[config.mk]
export PLATFORM = sky130hd
export DESIGN_NAME = k_way_sorted_merge
export DESIGN_NICKNAME = d
export VERILOG_FILES = /design/src/rtl/core/kwm_pkg.sv /design/src/rtl/core/kwm_ram.sv /design/src/rtl/core/kwm_loader.sv /design/src/rtl/core/kwm_merge.sv /design/src/rtl/core/k_way_sorted_merge.sv
export VERILOG_INCLUDE_DIRS = /design/src /design/src/rtl/core
export SDC_FILE = /design/constraint.sdc
export NUM_CORES = 2
export LEC_CHECK = 0
export BUFFER_PORTS_ARGS = -buffer_cell sky130_fd_sc_hd__clkbuf_2
export CORE_ASPECT_RATIO = 0.75
export CORE_MARGIN = 10
export CORE_UTILIZATION = 50
export CTS_CLUSTER_SIZE = 16
export DETAILED_ROUTE_END_ITERATION = 10
export PLACE_DENSITY = 0.67
export SYNTH_ARGS = -nofsm -noshare
export SYNTH_HDL_FRONTEND = slang
export SYNTH_SLANG_ARGS = --single-unit
[constraint.sdc]
create_clock -name aclk -period 29.1 [get_ports aclk]
set_input_delay 7.275 -clock aclk [delete_from_list [all_inputs] [get_ports aclk]]
set_output_delay 7.275 -clock aclk [all_outputs]
set_load 0.005 [all_outputs]
[src/rtl/core/assert_macros.svh]
//------------------------------------------------------------------------------
// assert_macros
// Assertion helper macros for the RTL.
//------------------------------------------------------------------------------
`ifndef ASSERT_MACROS_SVH
`define ASSERT_MACROS_SVH

// Concurrent check on the rising edge, held off during reset.
`define ASSERT_CLK(label, clk, rstn, prop, msg) \
    label: assert property (@(posedge clk) disable iff (!rstn) (prop)) else $error(msg);

// Concurrent check that runs during reset as well.
`define ASSERT_ALWAYS(label, clk, prop, msg) \
    label: assert property (@(posedge clk) (prop)) else $error(msg);

`endif

[src/rtl/core/kwm_pkg.sv]
//------------------------------------------------------------------------------
// kwm_pkg
// Shared types and constants for the k-way sorted merge.
//------------------------------------------------------------------------------
`timescale 1ns / 1ps
package kwm_pkg;
    localparam int MAX_ROWS    = 8;
    localparam int VALUE_WIDTH = 32;
    localparam int ROW_W       = $clog2(MAX_ROWS);
    localparam int STORE_DEPTH = MAX_ROWS * MAX_ROWS;
    localparam int ADDR_W      = $clog2(STORE_DEPTH);
    localparam int CNT_W       = $clog2(STORE_DEPTH + 1);
    localparam int KCFG_W      = 4;
    localparam int ROWCNT_W    = $clog2(MAX_ROWS + 1);

    localparam logic [0:0] REG_K_USED = 1'b0;

    // Merge job handed from the loader to the merge engine.
    typedef struct packed {
        logic [ROWCNT_W-1:0] k;
    } job_t;

    // Store write bus from the loader.
    typedef struct packed {
        logic                   we;
        logic [ADDR_W-1:0]      addr;
        logic [VALUE_WIDTH-1:0] data;
    } wr_t;

    function automatic logic [ROWCNT_W-1:0] eff_k(input logic [KCFG_W-1:0] k);
        logic [ROWCNT_W-1:0] r;
        if (k == '0) r = ROWCNT_W'(1);
        else if (32'(k) > MAX_ROWS) r = ROWCNT_W'(MAX_ROWS);
        else r = ROWCNT_W'(k);
        return r;
    endfunction
endpackage

[src/rtl/core/kwm_ram.sv]
//------------------------------------------------------------------------------
// kwm_ram
// Generic single-write, single-read RAM with registered read data.
//------------------------------------------------------------------------------
`timescale 1ns / 1ps
module kwm_ram #(
    parameter int WIDTH = 32,
    parameter int DEPTH = 64
) (
    input  logic                     aclk,
    input  logic                     we,
    input  logic [$clog2(DEPTH)-1:0] waddr,
    input  logic [WIDTH-1:0]         wdata,
    input  logic [$clog2(DEPTH)-1:0] raddr,
    output logic [WIDTH-1:0]         rdata
);
    logic [WIDTH-1:0] mem [DEPTH];

    always_ff @(posedge aclk) begin
        if (we) mem[waddr] <= wdata;
        rdata <= mem[raddr];
    end
endmodule

[src/rtl/core/kwm_loader.sv]
//------------------------------------------------------------------------------
// kwm_loader
// Front end: counts loaded words, writes the store and queues merge jobs.
//------------------------------------------------------------------------------
`timescale 1ns / 1ps
module kwm_loader import kwm_pkg::*; (
    input  logic                   aclk,
    input  logic                   aresetn,
    input  logic [KCFG_W-1:0]      k_cfg,
    input  logic                   cfg_wr,
    input  logic                   s_valid,
    output logic                   s_ready,
    input  logic [VALUE_WIDTH-1:0] s_value,
    output wr_t                    wr,
    output logic                   job_valid,
    output job_t                   job,
    input  logic                   job_ready,
    input  logic                   merge_active,
    output logic                   merge_busy
);
    logic [ROWCNT_W-1:0] k;
    logic [CNT_W-1:0]    total;
    logic [CNT_W-1:0]    load_count_reg, load_count_next;
    logic                pend_reg, pend_next;
    job_t                job_reg;
    logic                accept, done;

    assign k     = eff_k(k_cfg);
    assign total = CNT_W'(k) * CNT_W'(k);

    // Store holds one array only: stall loading while a merge is queued or running.
    assign s_ready    = !pend_reg && !merge_active;
    assign accept     = s_valid && s_ready;
    assign done       = accept && (load_count_reg + CNT_W'(1) >= total);
    assign job_valid  = pend_reg;
    assign job        = job_reg;
    assign merge_busy = pend_reg;

    assign wr.we   = accept;
    assign wr.addr = load_count_reg[ADDR_W-1:0];
    assign wr.data = s_value;

    always_comb begin
        load_count_next = load_count_reg;
        pend_next       = pend_reg;
        if (cfg_wr) load_count_next = '0;
        else if (accept) load_count_next = done ? '0 : load_count_reg + CNT_W'(1);
        if (done) pend_next = 1'b1;
        else if (job_ready) pend_next = 1'b0;
    end

    always_ff @(posedge aclk) begin
        if (!aresetn) begin
            load_count_reg <= '0;
            pend_reg       <= 1'b0;
        end else begin
            load_count_reg <= load_count_next;
            pend_reg       <= pend_next;
        end
        if (done) job_reg.k <= k;
    end
endmodule

[src/rtl/core/kwm_merge.sv]
//------------------------------------------------------------------------------
// kwm_merge
// Back end: selects the smallest row head, emits it and refetches that row.
//------------------------------------------------------------------------------
`timescale 1ns / 1ps
module kwm_merge import kwm_pkg::*; (
    input  logic                   aclk,
    input  logic                   aresetn,
    input  logic                   job_valid,
    input  job_t                   job,
    output logic                   job_ready,
    output logic [ADDR_W-1:0]      raddr,
    input  logic [VALUE_WIDTH-1:0] rdata,
    output logic                   m_valid,
    input  logic                   m_ready,
    output logic [VALUE_WIDTH-1:0] m_merged_value,
    output logic                   m_last,
    output logic                   active
);
    localparam logic [1:0] ST_IDLE  = 2'd0;
    localparam logic [1:0] ST_FILL  = 2'd1;
    localparam logic [1:0] ST_PICK  = 2'd2;
    localparam logic [1:0] ST_FETCH = 2'd3;

    logic [1:0]             state_reg, state_next;
    logic [ROWCNT_W-1:0]    k_reg;
    logic [VALUE_WIDTH-1:0] head_reg [MAX_ROWS];
    logic [ROWCNT_W-1:0]    col_reg  [MAX_ROWS];
    logic [ROW_W-1:0]       row_reg;
    logic                   rvld_reg, rvld_next;
    logic [CNT_W-1:0]       left_reg;
    logic                   ov_reg, ov_next;
    logic [VALUE_WIDTH-1:0] ov_data_reg;
    logic                   ov_last_reg;
    logic [ROW_W-1:0]       best;
    logic                   found;
    logic [VALUE_WIDTH-1:0] bv;
    logic [ADDR_W-1:0]      base;

    assign job_ready      = (state_reg == ST_IDLE);
    assign active         = (state_reg != ST_IDLE) || ov_reg;
    assign m_valid        = ov_reg;
    assign m_merged_value = ov_data_reg;
    assign m_last         = ov_last_reg;

    // Lowest row wins ties: strict less-than scanning upward.
    always_comb begin
        found = 1'b0;
        best  = '0;
        bv    = '0;
        for (int r = 0; r < MAX_ROWS; r++) begin
            if (ROWCNT_W'(r) < k_reg && col_reg[r] < k_reg) begin
                if (!found || $signed(head_reg[r]) < $signed(bv)) begin
                    found = 1'b1;
                    best  = ROW_W'(r);
                    bv    = head_reg[r];
                end
            end
        end
    end

    assign base  = ADDR_W'(row_reg) * ADDR_W'(k_reg);
    assign raddr = base + ADDR_W'(col_reg[row_reg]);

    always_comb begin
        state_next = state_reg;
        case (state_reg)
            ST_IDLE:  if (job_valid) state_next = ST_FILL;
            ST_FILL:  if (rvld_reg && row_reg == ROW_W'(k_reg - 1'b1)) state_next = ST_PICK;
            ST_PICK:  if (!ov_reg || m_ready) begin
                if (left_reg == CNT_W'(1)) state_next = ST_IDLE;
                else state_next = ST_FETCH;
            end
            ST_FETCH: if (rvld_reg) state_next = ST_PICK;
            default:  state_next = ST_IDLE;
        endcase
    end

    // Read strobe toggles in fill and fetch; output word clears on accept, loads on pick.
    always_comb begin
        rvld_next = ((state_reg == ST_FILL) || (state_reg == ST_FETCH)) && !rvld_reg;
        ov_next   = ov_reg;
        if (ov_reg && m_ready) ov_next = 1'b0;
        if (state_reg == ST_PICK && (!ov_reg || m_ready)) ov_next = 1'b1;
    end

    always_ff @(posedge aclk) begin
        if (!aresetn) begin
            state_reg <= ST_IDLE;
            ov_reg    <= 1'b0;
            rvld_reg  <= 1'b0;
        end else begin
            state_reg <= state_next;
            rvld_reg  <= rvld_next;
            ov_reg    <= ov_next;
            case (state_reg)
                ST_IDLE: begin
                    if (job_valid) begin
                        k_reg    <= job.k;
                        left_reg <= CNT_W'(job.k) * CNT_W'(job.k);
                        row_reg  <= '0;
                        for (int r = 0; r < MAX_ROWS; r++) col_reg[r] <= '0;
                    end
                end
                ST_FILL: begin
                    // Issue one row-head read per row and capture the registered read data on the strobe.
                    if (rvld_reg) begin
                        head_reg[row_reg] <= rdata;
                        if (row_reg != ROW_W'(k_reg - 1'b1)) row_reg <= row_reg + 1'b1;
                    end
                end
                ST_PICK: begin
                    if (!ov_reg || m_ready) begin
                        ov_data_reg <= bv;
                        ov_last_reg <= (left_reg == CNT_W'(1));
                        left_reg    <= left_reg - 1'b1;
                        col_reg[best] <= col_reg[best] + 1'b1;
                        row_reg     <= best;
                    end
                end
                ST_FETCH: begin
                    if (rvld_reg && col_reg[row_reg] < k_reg) head_reg[row_reg] <= rdata;
                end
                default: ;
            endcase
        end
    end
endmodule

[src/rtl/core/k_way_sorted_merge.sv]
//------------------------------------------------------------------------------
// k_way_sorted_merge
// Loads k sorted rows of k signed words and emits them merged in order.
//------------------------------------------------------------------------------
// Loading takes one word per cycle into a 64-entry store. When the last of the
// k*k words is in, the merge engine reads the k row heads, then emits the merged
// words one at a time: a scan over the k heads picks the smallest (lowest row on
// ties) and one store read refetches that row before the next pick.
// Input is held off from the final word until the merge has finished and the
// last merged word has been taken. The last merged word carries m_last. A write
// to k_used (0 acts as 1, above 8 as 8) drops any partial load; write it only
// while idle.
`timescale 1ns / 1ps
`include "assert_macros.svh"
module k_way_sorted_merge import kwm_pkg::*; (
    input  logic                   aclk,
    input  logic                   aresetn,
    input  logic                   psel,
    input  logic                   penable,
    input  logic                   pwrite,
    input  logic [1:0]             paddr,
    input  logic [31:0]            pwdata,
    output logic [31:0]            prdata,
    output logic                   pready,
    input  logic                   s_valid,
    output logic                   s_ready,
    input  logic [VALUE_WIDTH-1:0] s_value,
    output logic                   m_valid,
    input  logic                   m_ready,
    output logic [VALUE_WIDTH-1:0] m_merged_value,
    output logic                   m_last
);
    logic [KCFG_W-1:0]      k_used_reg;
    logic                   cfg_wr;
    wr_t                    wr;
    logic                   job_valid, job_ready, q_busy, active;
    job_t                   job;
    logic [ADDR_W-1:0]      raddr;
    logic [VALUE_WIDTH-1:0] rdata;

    // Register file: k_used at byte address 0.
    assign pready = 1'b1;
    assign cfg_wr = psel && penable && pwrite && (paddr[1:1] == REG_K_USED);
    assign prdata = (paddr == 2'd0) ? {28'd0, k_used_reg} : 32'd0;

    always_ff @(posedge aclk) begin
        if (!aresetn) k_used_reg <= KCFG_W'(8);
        else if (cfg_wr) k_used_reg <= pwdata[KCFG_W-1:0];
    end

    kwm_loader u_loader (
        .aclk, .aresetn, .k_cfg(k_used_reg), .cfg_wr,
        .s_valid, .s_ready, .s_value, .wr,
        .job_valid, .job, .job_ready, .merge_active(active), .merge_busy(q_busy)
    );

    kwm_ram #(.WIDTH(VALUE_WIDTH), .DEPTH(STORE_DEPTH)) u_store (
        .aclk, .we(wr.we), .waddr(wr.addr), .wdata(wr.data), .raddr, .rdata
    );

    kwm_merge u_merge (
        .aclk, .aresetn, .job_valid, .job, .job_ready, .raddr, .rdata,
        .m_valid, .m_ready, .m_merged_value, .m_last, .active
    );

    `ASSERT_CLK(a_no_load_when_queued, aclk, aresetn, q_busy |-> !s_ready, "load while job queued")
    `ASSERT_CLK(a_store_write_on_accept, aclk, aresetn, wr.we == (s_valid && s_ready), "stray write")
    `ASSERT_CLK(a_out_needs_merge, aclk, aresetn, m_valid |-> active, "output without merge")
endmodule

After elaboration in Yosys (flattened, before gate mapping)
Memory sizes are Yosys's and may differ from the RTL's. A register that Yosys moved wholly into a read port is not among the register bits.
Cells that the tools add are included.
{"block": "classes", "bitwise": 3, "reduce_logical": 55, "n_mux": 87, "n_mul": 3, "add_sub_neg": 6, "eq_ne": 12, "magnitude_cmp": 26}
{"op": "32-bit 2-to-1 mux", "count": 16}
{"op": "32-bit < comparator", "count": 7}
{"op": "3-bit 2-to-1 mux", "count": 19}
{"op": "1-bit 2-to-1 mux", "count": 37}
{"op": "4-bit < comparator", "count": 9}
{"op": "7-bit 2-to-1 mux", "count": 3}
{"op": "1-bit logical AND", "count": 19}
{"op": "3-bit by 4-bit < comparator with 1-bit output, first input constant", "count": 4}
{"op": "4-bit 2-to-1 mux", "count": 4}
{"op": "4-bit by 4-bit multiplier with 7-bit output", "count": 2}
{"op": "7-bit one-hot mux with 2 select lines", "count": 1}
{"op": "1-bit zero test", "count": 11}
{"op": "1-bit logical OR", "count": 10}
{"op": "2-bit 2-to-1 mux", "count": 5}
{"op": "2-bit by 1-bit inequality test with 1-bit output, second input constant", "count": 5}
{"op": "3-bit one-hot mux with 3 select lines", "count": 1}
{"op": "1-bit by 4-bit < comparator with 1-bit output, first input constant", "count": 2}
{"op": "2-bit by 4-bit < comparator with 1-bit output, first input constant", "count": 2}
{"op": "2-bit one-hot mux with 4 select lines", "count": 1}
{"op": "4-bit AND reduction", "count": 2}
{"op": "2-bit nonzero test", "count": 4}
{"op": "7-bit by 1-bit adder with 7-bit output, second input constant", "count": 1}
{"op": "7-bit by 1-bit == test with 1-bit output, second input constant", "count": 1}
{"op": "7-bit greater-or-equal comparator", "count": 1}
{"op": "21 further kinds", "count": 25}
{"block": "word_totals", "n_memories": 3, "elab_cells": 207, "regBits": 67, "output_inout_bits": 68, "inputBits": 73, "ramBits": 2336}
{"name": "u_store.mem", "words": 64, "width": 32, "read_ports": 1, "rd_clocked_by_memory_dff": 1, "write_ports": 1, "line_no": "kwm_ram.sv:17", "text": "logic [WIDTH-1:0] mem [DEPTH];"}
{"name": "u_merge.head_reg", "words": 8, "width": 32, "read_ports": 8, "rd_clocked_by_memory_dff": 0, "write_ports": 1, "line_no": "kwm_merge.sv:27", "text": "logic [VALUE_WIDTH-1:0] head_reg [MAX_ROWS];"}
{"name": "u_merge.col_reg", "words": 8, "width": 4, "read_ports": 10, "rd_clocked_by_memory_dff": 1, "write_ports": 8, "line_no": "kwm_merge.sv:28", "text": "logic [ROWCNT_W-1:0] col_reg [MAX_ROWS];"}

Depth between registers and ports, before layout
An unclocked memory read counts as a cell.
{"block": "logic_depth", "word_depth": 35, "mapped_depth": 125, "depth_no_buf": 111}

Modules after synthesis
Synthesis repeated with hierarchy kept, for this count alone.
{"block": "hier_totals", "cells_unflattened": 5387, "hier_area_um2": 101349.7}
{"mod": "kwm_ram", "cells_each": 3324, "n_inst": 1, "area_per_inst_um2": 78515.3, "seq_area_each_um2": 62139.6}
{"mod": "kwm_merge", "cells_each": 1883, "n_inst": 1, "area_per_inst_um2": 21290.4, "seq_area_each_um2": 10199.8}
{"mod": "kwm_loader", "cells_each": 126, "n_inst": 1, "area_per_inst_um2": 1113.6, "seq_area_each_um2": 280.3}
{"mod": "k_way_sorted_merge", "cells_each": 54, "n_inst": 1, "area_per_inst_um2": 430.4, "seq_area_each_um2": 80.1}

Worst setup path after synthesis
Ideal clock, no wire load.
{"block": "synth_path", "path_kind": "register to register", "from": "register u_merge.k_reg[3]", "to": "memory u_merge.col_reg[0][2] (netlist name), data pin", "arrival_time_ns": 22.009, "t_required_ns": 28.835, "stages_incl_launch_ff": 120, "setup_slack_ns": 6.826, "synth_period_minus_slack_ns": 22.274, "setup_time_ns": 0.265, "path_buffers": 15, "cell_sequence": "edfxtp_1 > buf_2 > inv_1 > ha_1 > a221oi_1 > and2_1 > clkbuf_1 > clkbuf_1 > nand2_1 > ha_1 > and4_1 > nand4_1 > or4_1 > o21a_1 > o21ai_0 > a211oi_2 > clkbuf_1 > clkbuf_1 > (+84 left out) > o21ai_0 > nand2b_1 > a21oi_1 > nor2b_1 > o21ai_0 > nand2b_1 > a21oi_1 > o21ai_0 > xnor2_1 > nand2_1 > nand4b_1 > or4_1 > or4_4 > nand2_8 > mux2_4 > ha_1 > xnor2_2 > nor2_1"}
{"item": "start: declaration", "line_no": "kwm_merge.sv:26", "text": "logic [ROWCNT_W-1:0] k_reg;"}
{"item": "start signal: assignment", "line_no": "kwm_merge.sv:99", "text": "k_reg <= job.k;"}
{"item": "end: declaration", "line_no": "kwm_merge.sv:28"}

==> results.yml <==
synth:
  netlist_area_sq_um: 101000
  yosys.area.top_type_share_pct: 71.1
  synthTopCellsByCount: "edfxtp_1 (2,387), mux4_2 (668), ha_1 (279), nor2_1 (247), a21oi_1 (202)"
  synth_area_leaders: "edfxtp_1 (71%), mux4_2 (15%), ha_1 (3.5%)"
  yosys_register_bits: 2438
  yosysWarnings: 0
  synth_edf_count: 2387
  avgSynthCellArea_sq_um: 19.7
  async_flop_share_pct: 0
  synth.distinct_cells: 82
  seq_area_frac_synth_pct: 72.1
  yosys.area.top_type: "edfxtp_1"
  synth.most_common_cell: "edfxtp_1"
  synth_flop_cell: "edfxtp_1"
  synthCells: 5117
timing:
  tns_ns: 0
  setup_violations: 0
  hold_viol_final: 0
  period_share_pct: 94.4
  rsz0062_at_grt: "no"
  fin_crit_ns: 27.48
  skew_ns: 0.0504
  slew_headroom_pct: 6.98
  tightest_slew_ns: 1.39
  finalMaxSlewViolations: 0
  fmax_mhz: 36.4
  finalHoldWorstSlack_ns: 0.472
cts:
  numCtsBuffers: 225
  clkLatencyLatePin_ns: 0.88
  htreeDepth: 4
  cts.clk_slew.worst_paths_ns: 0.07
  cts.path.max_buffers: 4
  cts_tree: "built"
  clkSinkCount: 2438
  cts_root_buffer: "clkbuf_16"
global_route:
  track_usage_pct: 22.5
  grt_util_met1_pct: 34.5
  grt_max_degree: 123
  first_global_vias: 50200
  use_met3_pct: 6.47
  busiest_layer: "met1"
  grt.overflow.total: 0
  grt_pass1_wl_mm: 362
  met2_usage_pct: 32.2
  antenna_found_initial: 19
setup_path:
  cp-end-kind: "flop"
  worstSetupStartpointType: "flop"
  cpMostUsedCell: "a21oi_1"
  slowest_delay_ns: 0.79
  crit_type: "flop to flop"
  required_ns: 29.73
  crit_slowest_cell: "a311oi_1"
  worstPathArrival_ns: 28.11
  cp_max_fo: 31
detailed_routing:
  dr.pass1.iters: 6
  viasPerCell: 6.26
  routedWlPerCell_um: 30.7
  vias: 51500
  drcViolationCount: 0
  finalWirelength_mm: 253
  dr.first_iter.drc_count: 7135
  postRouteAntennaNets: 0
cells_and_area:
  layout-drive-gt1-share_pct: 25.5
  area_growth_pct: 11.7
  final_nets: 5735
  postLayoutCoreUtil_pct: 56.3
  final_area_sq_um: 113000
  largest_reg_flops: 2048
floorplanning:
  core-area_sq_um: 200000
  die_y_um: 409
  die_x_um: 538
  num_rows: 142
  io-pin-count: 141
  die_area_sq_um: 220000
  start_util_pct: 50.4
place:
  port_buffers: 83
  post-dp-hpwl_mm: 143
  gp_congestion: 0.863
  placed_area_sq_um: 106000
power_and_ir_drop:
  p_leak_nw: 36.7
  p_switching_w: 0.00174
  pwr-share-comb_pct: 8.7
  clockPowerShare_pct: 38.3
  switching_share_pct: 23.3
  p_int_w: 0.00573
  sequentialPowerShare_pct: 53.0
  peakVddDrop_uv: 58.6
  powerDensity_nw_per_um2: 66.4
  p_total_w: 0.00747
run_status:
  outcome: "complete, no violations"
job:
  drv_cap: 0
worst_hold_path:
  hold_path_class: "flop to flop"
## cells in the final DEF (no fill, tap or decap), drive strengths merged, types with 11 or more instances in the layout
master	synthesis	layout
edfxtp	2387	2387
mux4	668	668
clkbuf	144	363
ha	279	279
nor2	247	247
a21oi	204	204
nand2	176	176
buf	103	167
inv	153	158
o21ai	116	116
clkinv	1	104
mux2	75	75
a21o	67	67
dfxtp	51	51
nand4	48	48
nor2b	42	42
and2	32	32
conb	2	31
a211oi	24	24
nand2b	22	22
nand3	22	22
mux2i	20	20
nor3	20	20
xnor2	17	17
bufinv	0	16
xor2	16	16
or2	15	15
o21a	11	11
nor4	11	11
## per-stage QoR
stage,instances,setup slack (ns)
floorplan,5146,6.83
global placement,7812,2.35
detailed placement,7812,2.12
CTS,8221,1.92
global route,8223,0.00220
finish,8225,1.62
## power by group through the flow
stage	clock network, W	logic [W]	registers [W]
floorplan	0	0.000328	0.00401
global placement	0	0.000636	0.00403
detailed placement	0	0.000643	0.00404
CTS	0.00290	0.000644	0.00396
global route	0.00304	0.000675	0.00396
finish	0.00286	0.000649	0.00396
## routing by layer
| metal | share of wire, % | vias to the layer above | wire length, um |
|---|---|---|---|
| li1 | - | 21400 | - |
| met1 | 43 | 27100 | 109000 |
| met2 | 43 | 2640 | 110000 |
| met3 | 12 | 277 | 30100 |
| met4 | 1.7 | 6 | 4310 |
| met5 | 0.020 | - | 51 |
## final timing paths
| check | startpoint | endpoint | slack [ns] | cells after the start |
|---|---|---|---|---|
| worst max-delay path | u_merge.k_reg[3]$_DFFE_PP_ | u_merge.col_reg[0][3]$_SDFFCE_PN0P_ | 1.62 | 108 |
| worst min-delay path | u_loader.load_count_reg[6]$_SDFFE_PP0P_ | u_loader.load_count_reg[6]$_SDFFE_PP0P_ | 0.47 | 2 |
| worst max register to register | u_merge.k_reg[3]$_DFFE_PP_ | u_merge.col_reg[0][3]$_SDFFCE_PN0P_ | 1.62 | 108 |
| worst min register to register | u_loader.load_count_reg[6]$_SDFFE_PP0P_ | u_loader.load_count_reg[6]$_SDFFE_PP0P_ | 0.47 | 2 |
## cell type report
cell class              count  area, sq um
clock inverters           129         1050
repair buffers            250         1730
multi-input cells        2307        27200
inverters                 154          578
diodes                      3         7.51
well taps                2664         3330
flip-flops and latches   2438        72700
fillers                 14900        87500
clock buffers             280         5950
## cells by family after synthesis
kind of cell / share of synthesized area (%)
xor+xnor: 0.294
mux: 16.0
compound gates: 3.13
simple gates: 3.24
flops: 72.1
fa+ha+maj: 3.60
buf+inv: 1.62
other cells: 0.00745
## what timing repair did
item / 4_1_cts / 5_1_grt
gates resized for setup: 0 / 2
hold buffers: 0 / 0
buffers inserted: 0 / 0
endpoints found under the setup margin: 0 / 92
## worst max-delay path, delay by kind of cell (launching register included)
kind	cells	cell delay [ns]
buf+inv	14	3.01
mux	2	0.73
fa+ha+maj	8	2.64
xor+xnor	1	0.14
compound gates	51	11.96
flops	1	0.63
simple gates	32	8.03
No activity file was read; power rests on OpenSTA's default activity.
